[config.mk]
export PLATFORM = sky130hd
export DESIGN_NAME = uvs_div_cell
export DESIGN_NICKNAME = d
export VERILOG_FILES = /design/src/hdl/uvs_pkg.sv /design/src/hdl/uvs_div_cell.sv
export SDC_FILE = /design/constraint.sdc
export NUM_CORES = 1
export LEC_CHECK = 0
export BUFFER_PORTS_ARGS = -buffer_cell sky130_fd_sc_hd__buf_2
export CAP_MARGIN = 20
export CORE_MARGIN = 3
export CORE_UTILIZATION = 48
export DETAILED_ROUTE_END_ITERATION = 12
export PLACE_DENSITY = 0.94
export RECOVER_POWER = 25
export SETUP_SLACK_MARGIN = 0.02
export SLEW_MARGIN = 10
export SYNTH_ARGS = -nofsm -noshare
export SYNTH_HDL_FRONTEND = slang
export SYNTH_SLANG_ARGS = --single-unit
[constraint.sdc]
create_clock -name clk -period 5.5 [get_ports clk]
set_input_delay 0.275 -clock clk [delete_from_list [all_inputs] [get_ports clk]]
set_output_delay 0.275 -clock clk [all_outputs]
set_load 0.005 [all_outputs]
[src/hdl/uvs_pkg.sv]
// Shared types, constants and helper functions for the UV sphere generator.
// Used by the divider cell, the rotation cell and the top level; no dependencies.
package uvs_pkg;

	// Tessellation limits and pipeline geometry.
	localparam int MAX_TESS     = 64;
	localparam int MIN_TESS     = 3;
	localparam int DIV_STEPS    = 40;
	localparam int CORDIC_STEPS = 24;
	localparam int POST_STAGES  = 3;
	localparam int PIPE_DEPTH   = DIV_STEPS + CORDIC_STEPS + POST_STAGES;
	localparam int DIV_LANES    = 4;
	localparam int QUAD_SLOTS   = 6;

	// Divider lanes.
	localparam int LANE_RING = 0;
	localparam int LANE_SEG  = 1;
	localparam int LANE_TEXU = 2;
	localparam int LANE_TEXV = 3;

	// Gain-compensated unit vector length, Q2.30.
	localparam logic signed [32:0] CORDIC_X0 = 33'sd652032874;

	typedef enum logic {
		CMD_VERTEX = 1'b0,
		CMD_QUAD   = 1'b1
	} cmd_t;

	typedef enum logic [1:0] {
		REG_DIAMETER = 2'd0,
		REG_TESS     = 2'd1,
		REG_BASE     = 2'd2,
		REG_XFORM    = 2'd3
	} reg_idx_t;

	// Partial remainder and dividend/quotient shift word of one divider lane.
	typedef struct packed {
		logic [7:0]  rem;
		logic [39:0] num;
	} div_t;

	// Rotation state of one CORDIC lane, Q2.30 and binary angle.
	typedef struct packed {
		logic signed [32:0] x;
		logic signed [32:0] y;
		logic signed [32:0] z;
	} rot_t;

	// Side information that travels alongside the arithmetic.
	typedef struct packed {
		cmd_t        cmd;
		logic [6:0]  ring;
		logic [7:0]  segment;
		logic [16:0] tex_u;
		logic [16:0] tex_v;
		logic        flip_lat;
		logic        flip_lon;
	} side_t;

	// Arctangent of 2^-step as a binary angle.
	function automatic logic signed [32:0] atan_of(input logic [4:0] step);
		logic signed [32:0] a;
		case (step)
			5'd0:  a = 33'sd536870912;
			5'd1:  a = 33'sd316933406;
			5'd2:  a = 33'sd167458907;
			5'd3:  a = 33'sd85004756;
			5'd4:  a = 33'sd42667331;
			5'd5:  a = 33'sd21354465;
			5'd6:  a = 33'sd10679838;
			5'd7:  a = 33'sd5340245;
			5'd8:  a = 33'sd2670163;
			5'd9:  a = 33'sd1335087;
			5'd10: a = 33'sd667544;
			5'd11: a = 33'sd333772;
			5'd12: a = 33'sd166886;
			5'd13: a = 33'sd83443;
			5'd14: a = 33'sd41722;
			5'd15: a = 33'sd20861;
			5'd16: a = 33'sd10430;
			5'd17: a = 33'sd5215;
			5'd18: a = 33'sd2608;
			5'd19: a = 33'sd1304;
			5'd20: a = 33'sd652;
			5'd21: a = 33'sd326;
			5'd22: a = 33'sd163;
			5'd23: a = 33'sd81;
			default: a = '0;
		endcase
		return a;
	endfunction

	// Round a Q2.30 value to Q1.15 with saturation.
	function automatic logic signed [15:0] to_q15(input logic signed [34:0] v);
		logic signed [34:0] r;
		logic signed [15:0] q;
		r = (v + 35'sd16384) >>> 15;
		if (r > 35'sd32767) begin
			q = 16'sh7fff;
		end else if (r < -35'sd32768) begin
			q = 16'sh8000;
		end else begin
			q = r[15:0];
		end
		return q;
	endfunction

	// Round a normal times diameter product to Q8.16 with saturation.
	function automatic logic signed [24:0] pos_sat(input logic signed [57:0] p);
		logic signed [57:0] r;
		logic signed [24:0] q;
		r = (p + 58'sd1073741824) >>> 31;
		if (r > 58'sd16777215) begin
			q = 25'sh0ffffff;
		end else if (r < -58'sd16777216) begin
			q = 25'sh1000000;
		end else begin
			q = r[24:0];
		end
		return q;
	endfunction

endpackage

[src/hdl/uvs_div_cell.sv]
// One restoring division step: a single quotient bit per cell.
// Depends on uvs_pkg for the lane word type.
module uvs_div_cell (
	input  logic          clk,
	input  logic          en,
	input  logic [7:0]    divisor,
	input  uvs_pkg::div_t div_in,
	output uvs_pkg::div_t div_out
);
	import uvs_pkg::*;

	logic [8:0] shifted;
	logic [8:0] diff;
	logic       ge;

	// Bring down the next dividend bit and try the subtraction.
	always_comb begin
		shifted = {div_in.rem, div_in.num[39]};
		diff    = shifted - {1'b0, divisor};
		ge      = (shifted >= {1'b0, divisor});
	end

	// Hand the updated word to the next cell.
	always_ff @(posedge clk) begin
		if (en) begin
			div_out.rem <= ge ? diff[7:0] : shifted[7:0];
			div_out.num <= {div_in.num[38:0], ge};
		end
	end

endmodule

-- Yosys cells after proc, flatten, opt, wreduce, memory -nomap -nowiden
Cells that the tools add are included.
- flip-flop bits (word level): 48
- order comparisons: 1
- add/subtract/negate cells: 1
- multiplexer cells: 1
- operators with widths (operator ; count):
    $ge A9 B8 Y1 ; 1
    $mux W8 ; 1
    $sub A8 B8 Y8 ; 1

-- Depth between registers and ports, before layout
Gate-level depths: netlist of the first run.
- word-level depth: 2
- depth in mapped cells: 9
- gate-level depth less buffers: 8

-- Worst setup path before layout of the first run
Ideal clock, no wire load.
- kind: input port to flip-flop
- start point: input divisor[6]
- end point: register div_out[42] (netlist bit) (data pin)
- arrival: 1811 ps
- setup slack: 3429 ps
- library setup time: 260 ps
- stages on the path: 7
- data required time: 5240 ps
- cell sequence: inv_1 > ha_1 > a21o_1 > a2111oi_2 > o21a_1 > buf_6 > mux2_4
- cells in the longest elaborated chain, start to end: 2
- RTL lines (what ; RTL line ; RTL):
    from (decl) ; uvs_div_cell.sv:6 ; input logic [7:0] divisor,
    $ge A9 B8 Y1 ; uvs_div_cell.sv:20 ; ge = (shifted >= {1'b0, divisor});
    $mux W8 ; uvs_div_cell.sv:26 ; div_out.rem <= ge ? diff[7:0] : shifted[7:0];
    to (decl) ; uvs_div_cell.sv:8 ; output uvs_pkg::div_t div_out
No other way between the ends.
A chain may end at the register's enable or synchronous reset.

-- Final worst setup path of the first run
Ends and elaborated chain as after synthesis.

==> results of run 1 <==
-- worst max-delay path by stage --
stage	depth (start not counted)	slack [ps]	to	from
2_1_floorplan	7	3430	div_out[42]$_DFFE_PP_	divisor[6]
3_3_place_gp	7	3100	div_out[46]$_DFFE_PP_	divisor[6]
3_5_place_dp	7	3010	div_out[42]$_DFFE_PP_	divisor[6]
4_1_cts	7	3320	div_out[42]$_DFFE_PP_	divisor[6]
5_1_grt	7	3190	div_out[47]$_DFFE_PP_	divisor[6]
6_report	7	3300	div_out[42]$_DFFE_PP_	divisor[6]
-- power by group through the flow --
stage / clock, mW / sequential [mW] / combinational, mW
6_report: 0.181 / 0.449 / 0.130
2_1_floorplan: 0 / 0.463 / 0.0589
4_1_cts: 0.187 / 0.450 / 0.132
3_5_place_dp: 0 / 0.458 / 0.131
5_1_grt: 0.204 / 0.452 / 0.143
3_3_place_gp: 0 / 0.456 / 0.126
-- cells in the final DEF (no fill, tap or decap), types with 2 or more instances in the layout --
cell	netlist	final
mux2i_1	2	2
o21ai_0	2	2
mux2_4	6	6
edfxtp_1	48	48
nand2b_1	2	2
a21oi_1	2	2
xnor2_1	3	3
inv_1	12	12
clkinv_1	0	2
nand3_1	2	2
clkbuf_8	0	5
ha_1	8	8
a21o_1	2	2
nor3_1	3	3
o21a_1	2	2
nor2_1	4	4
buf_2	0	105
-- metrics by stage --
step	worst slack (ps)	total power [mW]	hold WS [ps]	instance area (sq um)	util
global placement	3100	0.581	451	2540	0.665
finish	3300	0.760	162	2620	0.685
detailed placement	3010	0.589	454	2540	0.665
floorplan	3430	0.522	374	1980	-
global route	3190	0.799	144	2620	0.685
CTS	3320	0.769	152	2620	0.685
-- final cells by class --
class | count | area share
clock inverters | 2 | 0.00287
flip-flops and latches | 48 | 0.550
clock buffers | 5 | 0.0263
well taps | 48 | 0.0229
multi-input cells | 52 | 0.180
inverters | 12 | 0.0172
repair buffers | 105 | 0.201
-- kinds of logic (layout without fill, tap and decap cells) --
group	Yosys count	after routing	synth area share
AO/OA/AOI/OAI	17	17	0.0701
XOR/XNOR	3	3	0.0133
adder cells (fa/ha/maj)	9	9	0.0606
buffers and inverters	14	124	0.0341
flip-flops	48	48	0.728
multiplexers	8	8	0.0556
AND/OR/NAND/NOR	15	15	0.0385
-- layer usage --
layer	vias to the layer above	part of all wire	routed length, microns
met2	81	0.53	2160
met1	611	0.36	1500
met4	0	0.0078	32
met5	-	0	0
met3	5	0.10	416
li1	649	-	-
==> impl_metrics.env, run 1 <==
export IMPL_endpoint_kind="register"
export IMPL_setup_tns_ps=0
export IMPL_cts_buffers=5
export IMPL_largest_register_ffs=48
export IMPL_cts_setup_buffers=0
export IMPL_cpLargestDelayFamily="compound AO/OA/AOI/OAI gates"
export IMPL_root_buffer="clkbuf_8"
export IMPL_regMostFlops="div_out"
export IMPL_cp_data_arrival_time_ps=2240
export IMPL_clock_sinks=48
export IMPL_grt_pass1_wl_microns=6310
export IMPL_busiest_layer="met2"
export IMPL_met1_usage=0.189
export IMPL_seqPwrFrac=0.591
export IMPL_synth_edf_count=48
export IMPL_numPortBuffers=105
export IMPL_sw_frac_of_total=0.218
export IMPL_dp_hpwl_microns=3370
export IMPL_place_gp_congestion=0.747
export IMPL_critPathMaxFanout=9
export IMPL_status="finished, final reports clean"
export IMPL_cts_max_level=2
export IMPL_max_freq_ghz=0.454
export IMPL_drt_wl_total_microns=4110
export IMPL_antenna_left=0
export IMPL_drt_iter0_markers=92
export IMPL_ctsHoldBuffers=0
export IMPL_crit_chain="buf_2 > inv_1 > ha_1 > a21o_1 > a2111oi_2 > o21a_1 > mux2_4"
export IMPL_rsz0062_at_grt="false"
export IMPL_synthTopCellsByCount="edfxtp_1 (48), inv_1 (12), ha_1 (8), mux2_4 (6), nor2_1 (4)"
export IMPL_seq_area_sq_um=1440
export IMPL_hold_depth=1
export IMPL_grt_use_met3=0.0561
export IMPL_io_pins=106
export IMPL_ys_seq_area_frac=0.728
export IMPL_wl_per_cell_microns=15.1
export IMPL_n_fill_cell=266
export IMPL_grt_overflow=0
export IMPL_grt_max_degree=49
export IMPL_async_reset_ff_frac=0
export IMPL_slew_violations=0
export IMPL_rows=22
export IMPL_drc_errors=0
export IMPL_slew_headroom=0.341
export IMPL_synth_avg_cell_area_sq_um=17.4
export IMPL_cts_max_path_buffers=2
export IMPL_cp_start_kind="input port"
export IMPL_first_pass_iters=4
export IMPL_post_route_period_util=0.401
export IMPL_antenna_found_initial=0
export IMPL_multi_input_area_sq_um=472
export IMPL_die_area_sq_um=4930
export IMPL_synth_ff_type="edfxtp_1"
export IMPL_cts_tree="yes"
export IMPL_placedCellCount=265
export IMPL_vdd_drop_max_mv=0.131
export IMPL_critPathMaxStageDelay_ps=510
export IMPL_syn_to_final_growth_pct=32.3
export IMPL_tightest_slew_ps=989
export IMPL_p_comb_frac=0.171
export IMPL_yosysWarningCount=0
export IMPL_hp_start="div_in[14]"
export IMPL_worstHoldEndpoint="div_out[15]$_DFFE_PP_"
export IMPL_yosysTopAreaCell="edfxtp_1"
export IMPL_use_met2=0.302
export IMPL_start_util=0.518
export IMPL_critical_path_required_ps=5540
export IMPL_drive_gt1_frac=0.536
export IMPL_period_minus_slack_ps=2200
export IMPL_synth_area_top_cells="edfxtp_1 (73%), ha_1 (5.1%), mux2_4 (4.5%), inv_1 (2.3%), xnor2_1 (1.3%)"
export IMPL_top_regs="div_out (48)"
export IMPL_hold_path_class="input port to register"
export IMPL_stdcell_count=272
export IMPL_leakage_nw=1.19
export IMPL_die_h_microns=70.2
export IMPL_hold_viol=0
export IMPL_crit_buf_inv=2
export IMPL_ys_types=29
export IMPL_grt_use_total=0.166
export IMPL_synth_seq_cells=48
export IMPL_max_cap_violations=0
export IMPL_synthesis_nets=181
export IMPL_nets=291
export IMPL_synth_most_common_cell="edfxtp_1"
export IMPL_cts_resized=0
export IMPL_power_switching_mw=0.165
export IMPL_critPathSlowestCell="o21a_1"
export IMPL_synth_top_cell_area_share=0.728
export IMPL_first_global_vias=1297
export IMPL_p_clk_frac=0.238
export IMPL_synthCells=114
export IMPL_n_antenna_cell=0
export IMPL_cts_clk_slew_worst_paths_ps=70
export IMPL_coreArea_sq_um=3830
export IMPL_power_internal_mw=0.595
export IMPL_setup_violations_final=0
export IMPL_vias=1346
export IMPL_die_x_microns=70.2
export IMPL_p_per_area_nw_per_um2=290
export IMPL_vias_per_cell=4.95
export IMPL_syn_area_sq_um=1980
export IMPL_crit_type="input port to register"
Note: power is estimated with default switching activity, not from simulation.
==> inputs of run 2 (changes only) <==
--- a/config.mk
+++ b/config.mk
@@ -5,12 +5,13 @@
 export SDC_FILE = /design/constraint.sdc
 export NUM_CORES = 1
 export LEC_CHECK = 0
+export ABC_AREA = 1
 export BUFFER_PORTS_ARGS = -buffer_cell sky130_fd_sc_hd__buf_2
 export CAP_MARGIN = 20
 export CORE_MARGIN = 3
-export CORE_UTILIZATION = 48
+export CORE_UTILIZATION = 41
 export DETAILED_ROUTE_END_ITERATION = 12
-export PLACE_DENSITY = 0.94
+export PLACE_DENSITY = 0.85
 export RECOVER_POWER = 25
 export SETUP_SLACK_MARGIN = 0.02
 export SLEW_MARGIN = 10
==> constraint.sdc (replaced) <==
create_clock -name clk -period 2 [get_ports clk]
set_input_delay 0.1 -clock clk [delete_from_list [all_inputs] [get_ports clk]]
set_output_delay 0.1 -clock clk [all_outputs]
set_load 0.005 [all_outputs]
==> run 2 against run 1 <==
Against the previous run:
- via count up 28%
- clock-buffer cell count did not move
- non-clock buffer count grew 40
- sequential share of layout area is 10 points lower
- critical path depth grew 4
- total power grew to 3.0 times the previous value
==> impl_metrics.env, run 2 <==
export IMPL_die_x_microns=77.5
export IMPL_startpoint="divisor[6]"
export IMPL_p_per_area_nw_per_um2=704
export IMPL_cts_clk_slew_worst_paths_ps=80
export IMPL_stdcell_count=377
export IMPL_max_cap_violations=0
export IMPL_ys_seq_area_frac=0.689
export IMPL_final_common_cell="buf_2"
export IMPL_start_util=0.435
export IMPL_synthesis_nets=224
export IMPL_syn_to_final_growth_pct=52.8
export IMPL_leakage_nw=1.49
export IMPL_n_fill_cell=354
export IMPL_place_gp_congestion=0.803
export IMPL_post_route_period_util=0.655
export IMPL_async_reset_ff_frac=0
export IMPL_vias_per_cell=4.57
export IMPL_synth_area_top_cells="edfxtp_1 (69%), nand2_1 (4.8%), ha_1 (4.8%), nand2_2 (4.8%), inv_1 (4.1%)"
export IMPL_synth_top_cell_area_share=0.689
export IMPL_critPathMaxFanout=9
export IMPL_clock_sinks=48
export IMPL_syn_area_sq_um=2090
export IMPL_vdd_drop_max_mv=0.328
export IMPL_critical_path_required_ps=2050
export IMPL_wl_per_cell_microns=15.5
export IMPL_hold_path_class="input port to register"
export IMPL_grt_pass1_wl_microns=9050
export IMPL_cts_setup_buffers=0
export IMPL_nets=376
export IMPL_rsz0062_at_grt="false"
export IMPL_slew_headroom=0.244
export IMPL_regMostFlops="div_out"
export IMPL_drc_errors=0
export IMPL_drt_iter0_markers=111
export IMPL_critPathMaxStageDelay_ps=350
export IMPL_max_freq_ghz=0.763
export IMPL_critPathSlowestCell="ha_1"
export IMPL_ctsHoldBuffers=39
export IMPL_setup_tns_ps=0
export IMPL_cts_max_path_buffers=2
export IMPL_seq_area_sq_um=1440
export IMPL_synth_edf_count=48
export IMPL_first_global_vias=1753
export IMPL_p_total_mw=2.25
export IMPL_period_minus_slack_ps=1310
export IMPL_grt_use_total=0.199
export IMPL_cp_common_cell="nand2_1"
export IMPL_largest_register_ffs=48
export IMPL_multi_input_area_sq_um=562
export IMPL_hold_viol=0
export IMPL_grt_max_degree=30
export IMPL_rows=25
export IMPL_status="finished, final reports clean"
export IMPL_ys_types=19
export IMPL_n_antenna_cell=0
export IMPL_root_buffer="clkbuf_8"
export IMPL_cts_tree="yes"
export IMPL_cp_start_kind="input port"
export IMPL_yosysTopAreaCell="edfxtp_1"
export IMPL_synth_seq_cells=48
export IMPL_dp_hpwl_microns=3660
export IMPL_antenna_found_initial=0
export IMPL_cts_buffers=5
export IMPL_crit_type="input port to register"
export IMPL_slew_violations=0
export IMPL_die_area_sq_um=6000
export IMPL_cts_resized=0
export IMPL_drt_wl_total_microns=5830
export IMPL_placedCellCount=330
export IMPL_die_h_microns=77.5
export IMPL_io_pins=106
export IMPL_cp_data_arrival_time_ps=1360
export IMPL_layout_common_cells="buf_2 (104), edfxtp_1 (48), dlygate4sd3_1 (39), nand2_1 (27), inv_1 (23)"
export IMPL_tightest_slew_ps=1130
export IMPL_drive_gt1_frac=0.442
export IMPL_setup_violations_final=0
export IMPL_synth_ff_type="edfxtp_1"
export IMPL_first_pass_iters=4
export IMPL_hp_start="div_in[45]"
export IMPL_synthTopCellsByCount="edfxtp_1 (48), nand2_1 (27), inv_1 (23), nand2_2 (16), nand3_1 (14)"
export IMPL_vias=1722
export IMPL_antenna_left=0
export IMPL_numPortBuffers=105
export IMPL_synth_most_common_cell="edfxtp_1"
export IMPL_endpoint_kind="register"
export IMPL_grt_overflow=0
export IMPL_yosysWarningCount=0
export IMPL_synthCells=157
export IMPL_crit_chain="buf_2 > inv_1 > ha_1 > nand2_1 > nand2_1 > nand2_1 > nand2_2 > nor2_4 > nand2_8 > nand2_2 > nand2_1"
export IMPL_top_regs="div_out (48)"
export IMPL_coreArea_sq_um=4820
export IMPL_cts_max_level=2
export IMPL_synth_avg_cell_area_sq_um=13.3
[run 2: cell types whose count changed after synthesis, moves of 3 or more]
cell,change
nand3_1,+12
nor2_4,+3
nor3_1,-3
nand2_1,+26
mux2_4,-6
nand2_2,+16
inv_1,+11
[run 2: critical path: cells and delay by family]
kind	cells	cell delay (ps)
simple gates	8	800
fa+ha+maj	1	350
buf+inv	2	110
[run 2: final timing paths]
kind                     to  cells past startpoint  slack, ps
max   div_out[41]$_DFFE_PP_                     11        690
min   div_out[46]$_DFFE_PP_                      3        130
[run 2: kinds of logic (layout without fill, tap and decap cells)]
group,Yosys count,after routing,synth area share
AND/OR/NAND/NOR,71,71,0.194
flip-flops,48,48,0.689
buffers and inverters,24,177,0.0430
adder cells (fa/ha/maj),9,9,0.0574
XOR/XNOR,3,3,0.0126
AO/OA/AOI/OAI,2,2,0.00478
[run 2: metrics by stage]
step	setup slack [ps]	area (sq um)	utilization	hold WS, ps
6_report	690	3200	0.664	126
3_3_place_gp	425	2720	0.565	276
3_5_place_dp	367	2720	0.565	278
5_1_grt	559	3200	0.664	146
2_1_floorplan	593	2090	-	199
4_1_cts	688	3200	0.664	124
[run 2: layer usage]
metal  track usage  part of all wire
met1         0.224              0.38
met2         0.349              0.51
met3        0.0568             0.093
met4        0.0890             0.016
met5             0                 0
[run 2: final cells by class]
cell class                      count  share of cell area
Timing Repair Buffer              145               0.292
Sequential cell                    48               0.451
Clock buffer                        5              0.0215
Clock inverter                      3             0.00587
Inverter                           24              0.0282
Tap cell                           67              0.0262
Multi-Input combinational cell     85               0.176
[run 2: report_power, final]
group	internal [mW]	switching, mW
Combinational	0.227	0.230
Clock	0.241	0.316
Sequential	1.21	0.0258
