===== src/hdl/uvs_pkg.sv =====
// Shared types, constants and helper functions for the UV sphere generator.
// Used by the divider cell, the rotation cell and the top level; no dependencies.
package uvs_pkg;

	// Tessellation limits and pipeline geometry.
	localparam int MAX_TESS     = 64;
	localparam int MIN_TESS     = 3;
	localparam int DIV_STEPS    = 40;
	localparam int CORDIC_STEPS = 24;
	localparam int POST_STAGES  = 3;
	localparam int PIPE_DEPTH   = DIV_STEPS + CORDIC_STEPS + POST_STAGES;
	localparam int DIV_LANES    = 4;
	localparam int QUAD_SLOTS   = 6;

	// Divider lanes.
	localparam int LANE_RING = 0;
	localparam int LANE_SEG  = 1;
	localparam int LANE_TEXU = 2;
	localparam int LANE_TEXV = 3;

	// Gain-compensated unit vector length, Q2.30.
	localparam logic signed [32:0] CORDIC_X0 = 33'sd652032874;

	typedef enum logic {
		CMD_VERTEX = 1'b0,
		CMD_QUAD   = 1'b1
	} cmd_t;

	typedef enum logic [1:0] {
		REG_DIAMETER = 2'd0,
		REG_TESS     = 2'd1,
		REG_BASE     = 2'd2,
		REG_XFORM    = 2'd3
	} reg_idx_t;

	// Partial remainder and dividend/quotient shift word of one divider lane.
	typedef struct packed {
		logic [7:0]  rem;
		logic [39:0] num;
	} div_t;

	// Rotation state of one CORDIC lane, Q2.30 and binary angle.
	typedef struct packed {
		logic signed [32:0] x;
		logic signed [32:0] y;
		logic signed [32:0] z;
	} rot_t;

	// Side information that travels alongside the arithmetic.
	typedef struct packed {
		cmd_t        cmd;
		logic [6:0]  ring;
		logic [7:0]  segment;
		logic [16:0] tex_u;
		logic [16:0] tex_v;
		logic        flip_lat;
		logic        flip_lon;
	} side_t;

	// Arctangent of 2^-step as a binary angle.
	function automatic logic signed [32:0] atan_of(input logic [4:0] step);
		logic signed [32:0] a;
		case (step)
			5'd0:  a = 33'sd536870912;
			5'd1:  a = 33'sd316933406;
			5'd2:  a = 33'sd167458907;
			5'd3:  a = 33'sd85004756;
			5'd4:  a = 33'sd42667331;
			5'd5:  a = 33'sd21354465;
			5'd6:  a = 33'sd10679838;
			5'd7:  a = 33'sd5340245;
			5'd8:  a = 33'sd2670163;
			5'd9:  a = 33'sd1335087;
			5'd10: a = 33'sd667544;
			5'd11: a = 33'sd333772;
			5'd12: a = 33'sd166886;
			5'd13: a = 33'sd83443;
			5'd14: a = 33'sd41722;
			5'd15: a = 33'sd20861;
			5'd16: a = 33'sd10430;
			5'd17: a = 33'sd5215;
			5'd18: a = 33'sd2608;
			5'd19: a = 33'sd1304;
			5'd20: a = 33'sd652;
			5'd21: a = 33'sd326;
			5'd22: a = 33'sd163;
			5'd23: a = 33'sd81;
			default: a = '0;
		endcase
		return a;
	endfunction

	// Round a Q2.30 value to Q1.15 with saturation.
	function automatic logic signed [15:0] to_q15(input logic signed [34:0] v);
		logic signed [34:0] r;
		logic signed [15:0] q;
		r = (v + 35'sd16384) >>> 15;
		if (r > 35'sd32767) begin
			q = 16'sh7fff;
		end else if (r < -35'sd32768) begin
			q = 16'sh8000;
		end else begin
			q = r[15:0];
		end
		return q;
	endfunction

	// Round a normal times diameter product to Q8.16 with saturation.
	function automatic logic signed [24:0] pos_sat(input logic signed [57:0] p);
		logic signed [57:0] r;
		logic signed [24:0] q;
		r = (p + 58'sd1073741824) >>> 31;
		if (r > 58'sd16777215) begin
			q = 25'sh0ffffff;
		end else if (r < -58'sd16777216) begin
			q = 25'sh1000000;
		end else begin
			q = r[24:0];
		end
		return q;
	endfunction

endpackage


===== src/hdl/uvs_cordic_cell.sv =====
// One rotation-mode CORDIC micro-rotation for a fixed step index.
// Depends on uvs_pkg for the rotation state type and the arctangent table.
module uvs_cordic_cell (
	input  logic          clk,
	input  logic          en,
	input  logic [4:0]    step,
	input  uvs_pkg::rot_t rot_in,
	output uvs_pkg::rot_t rot_out
);
	import uvs_pkg::*;

	logic signed [32:0] dx;
	logic signed [32:0] dy;
	logic signed [32:0] at;
	logic signed [32:0] xn;
	logic signed [32:0] yn;
	logic signed [32:0] zn;

	// Rotate towards zero residual angle.
	always_comb begin
		dx = $signed(rot_in.y) >>> step;
		dy = $signed(rot_in.x) >>> step;
		at = atan_of(step);
		if (!rot_in.z[32]) begin
			xn = $signed(rot_in.x) - dx;
			yn = $signed(rot_in.y) + dy;
			zn = $signed(rot_in.z) - at;
		end else begin
			xn = $signed(rot_in.x) + dx;
			yn = $signed(rot_in.y) - dy;
			zn = $signed(rot_in.z) + at;
		end
	end

	always_ff @(posedge clk) begin
		if (en) begin
			rot_out.x <= xn;
			rot_out.y <= yn;
			rot_out.z <= zn;
		end
	end

endmodule


===== config.mk =====
export PLATFORM = sky130hd
export DESIGN_NAME = uvs_cordic_cell
export DESIGN_NICKNAME = d
export VERILOG_FILES = /design/src/hdl/uvs_pkg.sv /design/src/hdl/uvs_cordic_cell.sv
export SDC_FILE = /design/constraint.sdc
export NUM_CORES = 1
export LEC_CHECK = 0
export BUFFER_PORTS_ARGS = -buffer_cell sky130_fd_sc_hd__clkbuf_2
export CORE_MARGIN = 2
export CORE_UTILIZATION = 35
export CTS_BUF_LIST = sky130_fd_sc_hd__clkbuf_8
export DETAILED_ROUTE_END_ITERATION = 6
export PLACE_DENSITY = 0.64
export RECOVER_POWER = 50
export SYNTH_ARGS = -nofsm -noshare
export SYNTH_HDL_FRONTEND = slang
export SYNTH_SLANG_ARGS = --single-unit

===== constraint.sdc =====
create_clock -name clk -period 8.9 [get_ports clk]
set_clock_uncertainty 0.15 [all_clocks]
set_input_delay 1.78 -clock clk [delete_from_list [all_inputs] [get_ports clk]]
set_output_delay 1.78 -clock clk [all_outputs]
set_load 0.005 [all_outputs]

; After elaboration in Yosys (flattened, before gate mapping)
; Memory sizes are Yosys's and may differ from the RTL's.
; Index checks and enable logic that the tools add are counted.
[word_totals]
ff_bits = 99
mem_bits_ro = 960
input_bits = 106
output_inout_bits = 99
word_cells = 15
memories = 1
[classes]
addsub = 6
shifts = 2
mux = 3
[memory_table]
columns = name, words, width, rd, rd_ports_with_merged_regs, wr, line_no
row1 = (name not given), 32, 30, 1, 0, 0, uvs_pkg.sv:63  ; case (step)
[ops]
columns = op, count
row1 = $add 33x33->33, 3
row2 = $mux 33, 3
row3 = $sub 33x33->33, 3
row4 = $sshr 33x5->33, 2

; Longest topological paths before layout
; Gate-level depths: netlist of run 1.
[logic_depth]
word_depth = 3
depth_mapped = 28
mapped_depth_nobuf = 22

; Worst setup path after synthesis of run 1
; OpenSTA, ideal clock, no wires.
[synth_timing]
kind = in2reg
start = in step[0]
end = reg rot_out[30] in the netlist's numbering (data pin)
setup_ns = 0.281
arrival_ns = 6.861
required_ns = 8.469
slack_ns = 1.608
stages = 25
path_buffers = 7
path_cell_list = buf_6 buf_12 buf_12 buf_6 buf_6 clkbuf_1 inv_1 ha_1 mux4_2 or3_1 a211oi_1 and3_1 and3_1 nor2_1 xnor2_1 ha_1 clkbuf_1 o21a_1 o21a_1 o21ai_0 a2111o_1 nand2_1 a221o_1 a31oi_1 o311ai_0
[synth_via]
elab_chain_len = 3
elab_cells_between_ends = 4
classes_between = add/sub (2) / mux (1) / memory (1)
[synth_rtl]
columns = element, line_no
row1 = from (decl), uvs_cordic_cell.sv:6  ; input logic [4:0] step,
row2 = $mem_v2 32x30 (*), --
row3 = $sub 33x33->33 / $add 33x33->33 (equally long branches), "uvs_cordic_cell.sv:27, uvs_cordic_cell.sv:31"
row4 = $mux 33 (*), uvs_cordic_cell.sv:24  ; if (!rot_in.z[32]) begin
row5 = via zn[30], uvs_cordic_cell.sv:17  ; logic signed [32:0] zn;
row6 = to (decl), uvs_cordic_cell.sv:8  ; output uvs_pkg::rot_t rot_out
; Mark *: on every way through the listed nets, which the timed path passes. The rest lies on a longest branch.
; A chain may end at the register's enable or synchronous reset.

; Worst setup path in the final report of run 1
[layout_timing]
start = in step[0]
end = reg rot_out[63] in the netlist's numbering (data pin)
[layout_via]
elab_chain_len = 3
elab_cells_between_ends = 4
classes_between = add/sub (2) / shift (1) / mux (1)
[layout_rtl]
columns = element, line_no
row1 = $sshr 33x5->33 (*), uvs_cordic_cell.sv:22  ; dy = $signed(rot_in.x) >>> step;
row2 = $add 33x33->33 / $sub 33x33->33 (equally long branches), "uvs_cordic_cell.sv:26, uvs_cordic_cell.sv:30"
row3 = $mux 33 (*), uvs_cordic_cell.sv:24
row4 = via yn[30], uvs_cordic_cell.sv:16  ; logic signed [32:0] yn;
; Marks and branches as above.

==> summary by stage, run 1 <==
Power and ir drop
The power density over the cells is 151 nW/um^2. The share of total power dissipated in combinational logic is 0.597. For this design the static power due to leakage is 7.02 nW.

Of the total power, the clock network draws 0.122. The switching power total is 0.00115 W. The relative contribution of sequential cells to total power is 0.281. Of the total power, the share spent switching nets is 0.437. The internal power summed over all cells is 0.00148 W.

The maximum resistive drop on vdd is 0.0932 mV.

Clocking
The post-CTS clock slew at the launch and capture registers of the worst setup and hold paths is 100 ps. The H-tree was split into 3 levels. The number of hold buffers added after CTS was 0. The number of buffers added by the clock tree synthesis step is 9. The clock tree from TritonCTS is built. The tree built by TritonCTS fans out to 99 sinks. The buffers inserted during post-CTS setup optimization is 0. The clock root buffer is sky130_fd_sc_hd__clkbuf_8. Post-CTS repair changed the size of 0 cells. The clock tree buffer depth is 2.

Placed design
The number of buffers inserted by port buffering is 204. The setup slack at placement is 588 ps. Once detailed placement completed, the half-perimeter wirelength came to 49.4 mm. At the end of routability-driven placement, the weighted congestion stood at 1.07. After detailed placement, the design holds a cell count of 2503.

Floorplanning
The number of rows created at floorplan is 77. The floorplan die height is 215 um. The total area inside the core boundary comes to 44000 um^2. The initial utilization of the core area, before any placement, comes to 0.353. 205 I/O pins were placed. The area enclosed by the die boundary is 46200 um^2. The die outline width is 215 um.

Yosys
The post-synthesis share of cell area spent on xor and xnor gates is 0.0946. The number of register bits inferred by synthesis is 99. The warning count from the yosys run is 0.

The distinct cell type count of the synthesized netlist is 91. By area, the combinational part of the netlist is dominated by compound AO/OA/AOI/OAI gates. The number of nets in the synthesized netlist is 1969. The adder and majority cell fraction of the synthesized area is 0.0907.

The post-synthesis instance total is 1752. The synthesized-area fraction occupied by ao, oa, aoi and oai cells came to 0.241. After synthesis, the share of flip-flops with an asynchronous set or reset is 0. The sequential area share after synthesis is 0.191. Yosys mapped a number of flops with a built-in enable equal to 99. The mean instance size in the synthesized netlist is 8.88 um^2. The top flip-flop cell by instance count after synthesis is sky130_fd_sc_hd__edfxtp_1. Of the total synthesized cell area, the portion taken by AND, OR, NAND and NOR gates is 0.153. In this run the cell area of the synthesized design comes to 15600 um^2.

The proportion of synthesized area in mux cells is 0.180.

Job
Max-cap violations in this run came to 2.

STA
Derived from the worst setup path, the maximum achievable clock frequency is 0.126 GHz. In the post-route analysis, the smallest setup slack over all paths is 972 ps. Measured against its own limit, the worst slew margin works out to -0.919. The tightest hold margin is 1480 ps.

The shortest period the worst path allows is 7930 ps. For the pin with the worst max-slew slack, the measured transition is 2880 ps. The post-route clock period utilization is 0.891.

The final number of hold-violating endpoints is 0. Setup violations remaining at the end of the flow were counted as 0. The number of max-slew violations in the final report is 102. The final-layout setup total negative slack is 0 ps. Setup repair after global routing left no endpoint under its margin.

Setup path
STA puts the critical path data required time at 8960 ps. Among the stages of the critical path, the cell type that occurs most often is sky130_fd_sc_hd__mux2i_1. On the critical path, the stage with the largest delay is an instance of sky130_fd_sc_hd__buf_6. Broken down by cell family, the worst path's largest delay share belongs to compound AO/OA/AOI/OAI gates. The largest single stage delay on the critical path is 530 ps. Walking the worst path, the cells encountered are buf_6 -> buf_4 -> mux4_2 -> mux2i_1 -> o22ai_1 -> a211oi_2 -> and4b_1 -> nand4_1 -> nor2_1 -> mux2i_1 -> o211ai_1 -> ha_1 -> nand3_1 -> a211oi_1 -> a311oi_1 -> a21boi_0 -> a41o_1 -> a211o_1 -> a31oi_1 -> nor4b_1 -> or3_1. The worst setup path is launched from an input port. The worst setup path category is input port to flop. The arrival time reported for the critical path endpoint is 7990 ps. Along the worst path, the maximum fanout reaches 69. The count of buffering cells on the critical path with inverters included is 2. STA classifies the critical path endpoint as a flop.

Final layout
In the final layout, the registers with the most flip-flops are rot_out (99). More flip-flops sit in one register than any other, and that register is rot_out. The number of standard cells in the layout, taps in and fillers out is 2520. The register with the most flip-flops in the layout has 99 of them. The layout filler cell count is 4511. Measured on the finished design, the core utilization comes to 0.394. The number of nets in the layout is 2139. The layout overhead on the synthesized area is 11.6%. Of the cells placed in the final design, the portion with a size suffix greater than 1 is 0.193.

Run status
The flow ran to the end, but the final reports show violations. The checks that failed: capacitance limit, slew limit.

Hold path
The type of the tightest min-delay check is input port to flop.

Routing
The via density per instance is 6.15. The average wire length per cell after detail routing is 24.8 um. The number of detailed-routing iterations run before antenna repair is 5. For this block, the routed nets add up to 62.6 mm of wire. The routed via count is 15500. After detailed routing, the number of remaining DRC violations is 0. The violation count after the first detailed-routing iteration is 1395.

The remaining number of nets flagged by the antenna check after routing is 0.

Global route
The first global-routing pass estimated 93.3 mm of wire. The number of antenna violations at the first check in global routing is 0. The overall track demand over capacity in global routing is 0.263. The number of global-route vias before repair came to 15300.

Entering global routing, the biggest net connects 70 pins. For this run the aggregate overflow at the end of global routing stands at 0.
[through the flow]
| step | power (W) | instance area [um^2] |
|---|---|---|
| 5_1_grt | 0.00280 | 17400 |
| 3_3_place_gp | 0.00229 | 17200 |
| 6_report | 0.00263 | 17400 |
| 4_1_cts | 0.00264 | 17400 |
| 2_1_floorplan | 0.00177 | 15600 |
| 3_5_place_dp | 0.00230 | 17200 |
[final timing paths]
check	startpoint	end	slack (ps)	cells past startpoint
min	rot_in[0]	rot_out[0]	1480	2
max	step[0]	rot_out[63]	970	21
[power by group through the flow]
stage               combinational [W]  sequential [W]  clock [W]
finish                        0.00157        0.000737   0.000321
floorplan                     0.00101        0.000760          0
global route                  0.00170        0.000751   0.000351
global placement              0.00154        0.000747          0
CTS                           0.00156        0.000740   0.000339
detailed placement            0.00155        0.000750          0
[kinds of logic after synthesis]
group / count (synthesis)
multiplexers: 181
adder cells (fa/ha/maj): 111
buffers and inverters: 160
XOR/XNOR: 168
AND/OR/NAND/NOR: 471
AO/OA/AOI/OAI: 562
flip-flops: 99
[synthesized netlist by cell type, types with 41 or more instances]
library cell               instances  area share
sky130_fd_sc_hd__edfxtp_1         99        0.19
sky130_fd_sc_hd__mux4_2           63       0.091
sky130_fd_sc_hd__clkbuf_1         54       0.013
sky130_fd_sc_hd__xor2_1           61       0.034
sky130_fd_sc_hd__ha_1            108       0.087
sky130_fd_sc_hd__nand2_1         109       0.026
sky130_fd_sc_hd__nand3_1          41       0.013
sky130_fd_sc_hd__xnor2_1         107       0.060
sky130_fd_sc_hd__a21oi_1         158       0.051
sky130_fd_sc_hd__mux2i_1          69       0.044
sky130_fd_sc_hd__o21ai_0          92       0.030
sky130_fd_sc_hd__inv_1            54       0.013
sky130_fd_sc_hd__nor2_1          124       0.030
[cell type report]
type / count / area (um^2) / area share
Sequential cell: 99 / 2970 / 0.171
Antenna cell: 1 / 2.50 / 0.000144
Clock buffer: 9 / 124 / 0.00713
Clock inverter: 7 / 73.8 / 0.00425
Tap cell: 592 / 741 / 0.0427
Multi-Input combinational cell: 1493 / 11800 / 0.681
Inverter: 57 / 214 / 0.0123
Timing Repair Buffer: 262 / 1420 / 0.0816
[placed cells by master (no fill, tap or decap), types with 26 or more instances in the layout]
cell type	count
sky130_fd_sc_hd__mux2_2	39
sky130_fd_sc_hd__clkbuf_1	35
sky130_fd_sc_hd__nand3_1	41
sky130_fd_sc_hd__xor2_1	61
sky130_fd_sc_hd__a31oi_1	34
sky130_fd_sc_hd__nand2_1	109
sky130_fd_sc_hd__xnor2_1	107
sky130_fd_sc_hd__clkbuf_2	166
sky130_fd_sc_hd__mux4_2	63
sky130_fd_sc_hd__and3_1	26
sky130_fd_sc_hd__ha_1	108
sky130_fd_sc_hd__inv_1	54
sky130_fd_sc_hd__buf_4	58
sky130_fd_sc_hd__mux2i_1	69
sky130_fd_sc_hd__nor3_1	31
sky130_fd_sc_hd__a21o_1	39
sky130_fd_sc_hd__o21ai_0	92
sky130_fd_sc_hd__nor2b_1	28
sky130_fd_sc_hd__a21oi_1	158
sky130_fd_sc_hd__edfxtp_1	99
sky130_fd_sc_hd__nor2_1	124
[layer usage]
| metal | GRT usage | vias up | routed length [um] |
|---|---|---|---|
| li1 | - | 7092 | - |
| met4 | 0.119 | 0 | 2690 |
| met1 | 0.326 | 7592 | 25700 |
| met5 | 0 | - | 0 |
| met3 | 0.0485 | 125 | 4350 |
| met2 | 0.445 | 686 | 29800 |
Note: power is estimated with default switching activity, not from simulation.
==> inputs of run 2 (changes only) <==
Settings changed: BUFFER_PORTS_ARGS -buffer_cell sky130_fd_sc_hd__clkbuf_2 to -buffer_cell sky130_fd_sc_hd__buf_2, PLACE_DENSITY 0.64 to not set.
==> summary by stage, run 2 (synthesis gave the netlist of run 1 again) <==
Floorplanning
The floorplan step defined a die boundary enclosing 46200 um^2. The floorplan core area is 44000 um^2. The die is 215 um wide. In this run the vertical extent of the chip is 215 um. The starting density of the core is 0.353. The number of rows created at floorplan is 77. The number of placed I/O pins is 205.

Clocking
The post-CTS clock slew at the launch and capture registers of the worst setup and hold paths is 110 ps. The clock tree from TritonCTS is built. After clock tree synthesis, the repair step resized 0 gates.

The number of buffers added to fix hold violations after cts is 0. The root buffer cell chosen for the clock tree is sky130_fd_sc_hd__clkbuf_8. The count of clock tree sinks is 99.

CTS built an H-tree with a depth of 3. The buffers inserted during post-CTS setup optimization is 0. Counting along the longest clock path gives a buffer depth of 2. The number of buffers added by the clock tree synthesis step is 9.

Setup path
The slowest stage of the critical path belongs to the cell sky130_fd_sc_hd__mux4_1. The arrival time reported for the critical path endpoint is 7880 ps. Walking the worst path, the cells encountered are buf_6 -> mux4_1 -> mux4_2 -> a221oi_1 -> nor2b_1 -> and3_1 -> a21oi_1 -> xor2_1 -> ha_1 -> a21oi_1 -> inv_1 -> a2111oi_0 -> buf_4 -> nor3_1 -> o41ai_1 -> o2111a_1 -> o21bai_1 -> a21oi_1 -> xnor2_1. For this run, the slowest stage of the critical path takes 790 ps.

On the critical path the largest part of the delay comes from compound AO/OA/AOI/OAI gates. The kind of start point of the critical path is an input port. The maximum fanout count along the critical path is 68. The worst setup path is captured at a flop.

The critical path is of the input port to flop type. Together, buffers and inverters on the worst path number 3. STA puts the critical path data required time at 8990 ps. The most numerous cell type found on the critical path is sky130_fd_sc_hd__a21oi_1.

Final layout
The top cell types in the final layout, fill and taps aside, are sky130_fd_sc_hd__buf_2 (165), sky130_fd_sc_hd__a21oi_1 (158), sky130_fd_sc_hd__nor2_1 (124). Relative to the synthesized area, the layout overhead comes to 11.3%. The number of nets in the layout is 2131. The most common cell after layout, fill and taps aside is sky130_fd_sc_hd__buf_2. The flip-flop count of the largest register after layout is 99. The post-layout utilization of the core is 0.393. The largest registers in the layout are rot_out (99). The share of layout cells above drive strength 1 is 0.188. Ranked by flip-flop count, first place goes to rot_out. Fill cells in the final layout number 4492.

STA
For the pin with the worst max-slew slack, the measured transition is 2980 ps. The post-route clock period utilization is 0.875. Setup repair after global routing left no endpoint under its margin. In this run the tightest slew margin relative to its limit is -0.989.

The final-layout setup total negative slack is 0 ps. The number of endpoints failing setup at the final stage is 0. The fmax is 0.128 GHz. The final number of hold-violating endpoints was 0. The number of max-slew violations in the final report is 102. The worst path in the final design needs a cycle of 7790 ps, including I/O delays and setup.

Routing
Once detail routing completed, the nets flagged for antenna violations numbered 0. The total routed wirelength is 61.1 mm. The routed via count is 15400. The average wire length per cell after detail routing is 24.3 um. The violation count after the first detailed-routing iteration is 1210. The via density per instance is 6.11. The number of detailed-routing iterations run before antenna repair is 5.

In the routed design, unresolved DRC markers number 0.

Global route
The number of antenna violations at the first check in global routing is 1. The largest net degree at the start of global routing is 69. For this run, the total global-route usage over all layers was measured as 0.258. The number of global-route vias before repair is 15000. The global-route congestion overflow total is 0. The first-pass GRT wire length is 91.0 mm.

Run status
The run finished, with violations left. The final reports fail on capacitance limit, slew limit.

Power and ir drop
IR analysis of the VDD net gives a maximum drop of 0.0885 mV. In this run the power density over the cells is 150 nW/um^2. The leakage power summed over all cells is 6.94 nW.

Placed design
The post-detailed-placement half-perimeter wirelength is 48.3 mm. The routability congestion estimate is 1.01. The number of buffers inserted by port buffering is 204.

Job
The tool flagged a number of max-cap violations equal to 2.

Hold path
The type of the tightest min-delay check is input port to flop.
==> run 2: cell types whose count changed in the layout (fill, tap and decap cells not counted) <==
cell,before,now
sky130_fd_sc_hd__clkinv_2,2,1
sky130_fd_sc_hd__clkinv_1,1,3
sky130_fd_sc_hd__o311ai_0,6,7
sky130_fd_sc_hd__buf_12,0,1
sky130_fd_sc_hd__clkbuf_2,166,0
sky130_fd_sc_hd__inv_6,2,1
sky130_fd_sc_hd__clkbuf_1,35,37
sky130_fd_sc_hd__buf_4,58,49
sky130_fd_sc_hd__buf_2,1,165
sky130_fd_sc_hd__o311ai_1,1,0
sky130_fd_sc_hd__diode_2,1,2
==> run 2: power by group <==
group          total, W  internal [W]  switching [W]
clock network  0.000317      0.000128       0.000189
registers      0.000733      0.000701      0.0000326
logic           0.00155      0.000645       0.000906
total           0.00260       0.00147        0.00113
==> run 2: path summary, 6_finish.rpt <==
kind | start | to | slack, ps | depth (start not counted)
max | step[0] | rot_out[95] | 1110 | 19
min | rot_in[0] | rot_out[0] | 1480 | 2
==> run 2: through the flow <==
| stage | power, W | std cells | setup slack (ps) | hold slack [ps] | cell area (um^2) |
|---|---|---|---|---|---|
| after global routing | 0.00278 | 2511 | 750 | 1460 | 17300 |
| after CTS | 0.00262 | 2511 | 1250 | 1450 | 17400 |
| after detailed placement | 0.00228 | 2495 | 707 | 1960 | 17200 |
| after global placement | 0.00228 | 2495 | 825 | 1950 | 17200 |
| final | 0.00260 | 2513 | 1110 | 1480 | 17300 |
| after floorplan | 0.00177 | 1752 | 1610 | 1740 | 15600 |
==> run 2: final cells by class <==
cell class / count / area, um^2 / share of cell area
multi-input cells: 1493 / 11800 / 0.683
repair buffers: 254 / 1370 / 0.0790
clock inverters: 7 / 67.6 / 0.00390
inverters: 57 / 214 / 0.0124
flip-flops and latches: 99 / 2970 / 0.172
well taps: 592 / 741 / 0.0428
diodes: 2 / 5.00 / 0.000289
clock buffers: 9 / 124 / 0.00715
==> run 2: metal layers <==
layer	wire length [um]	global-route usage
met1	25300	0.321
met2	28400	0.421
met3	3710	0.0470
met5	0	0
met4	3640	0.147
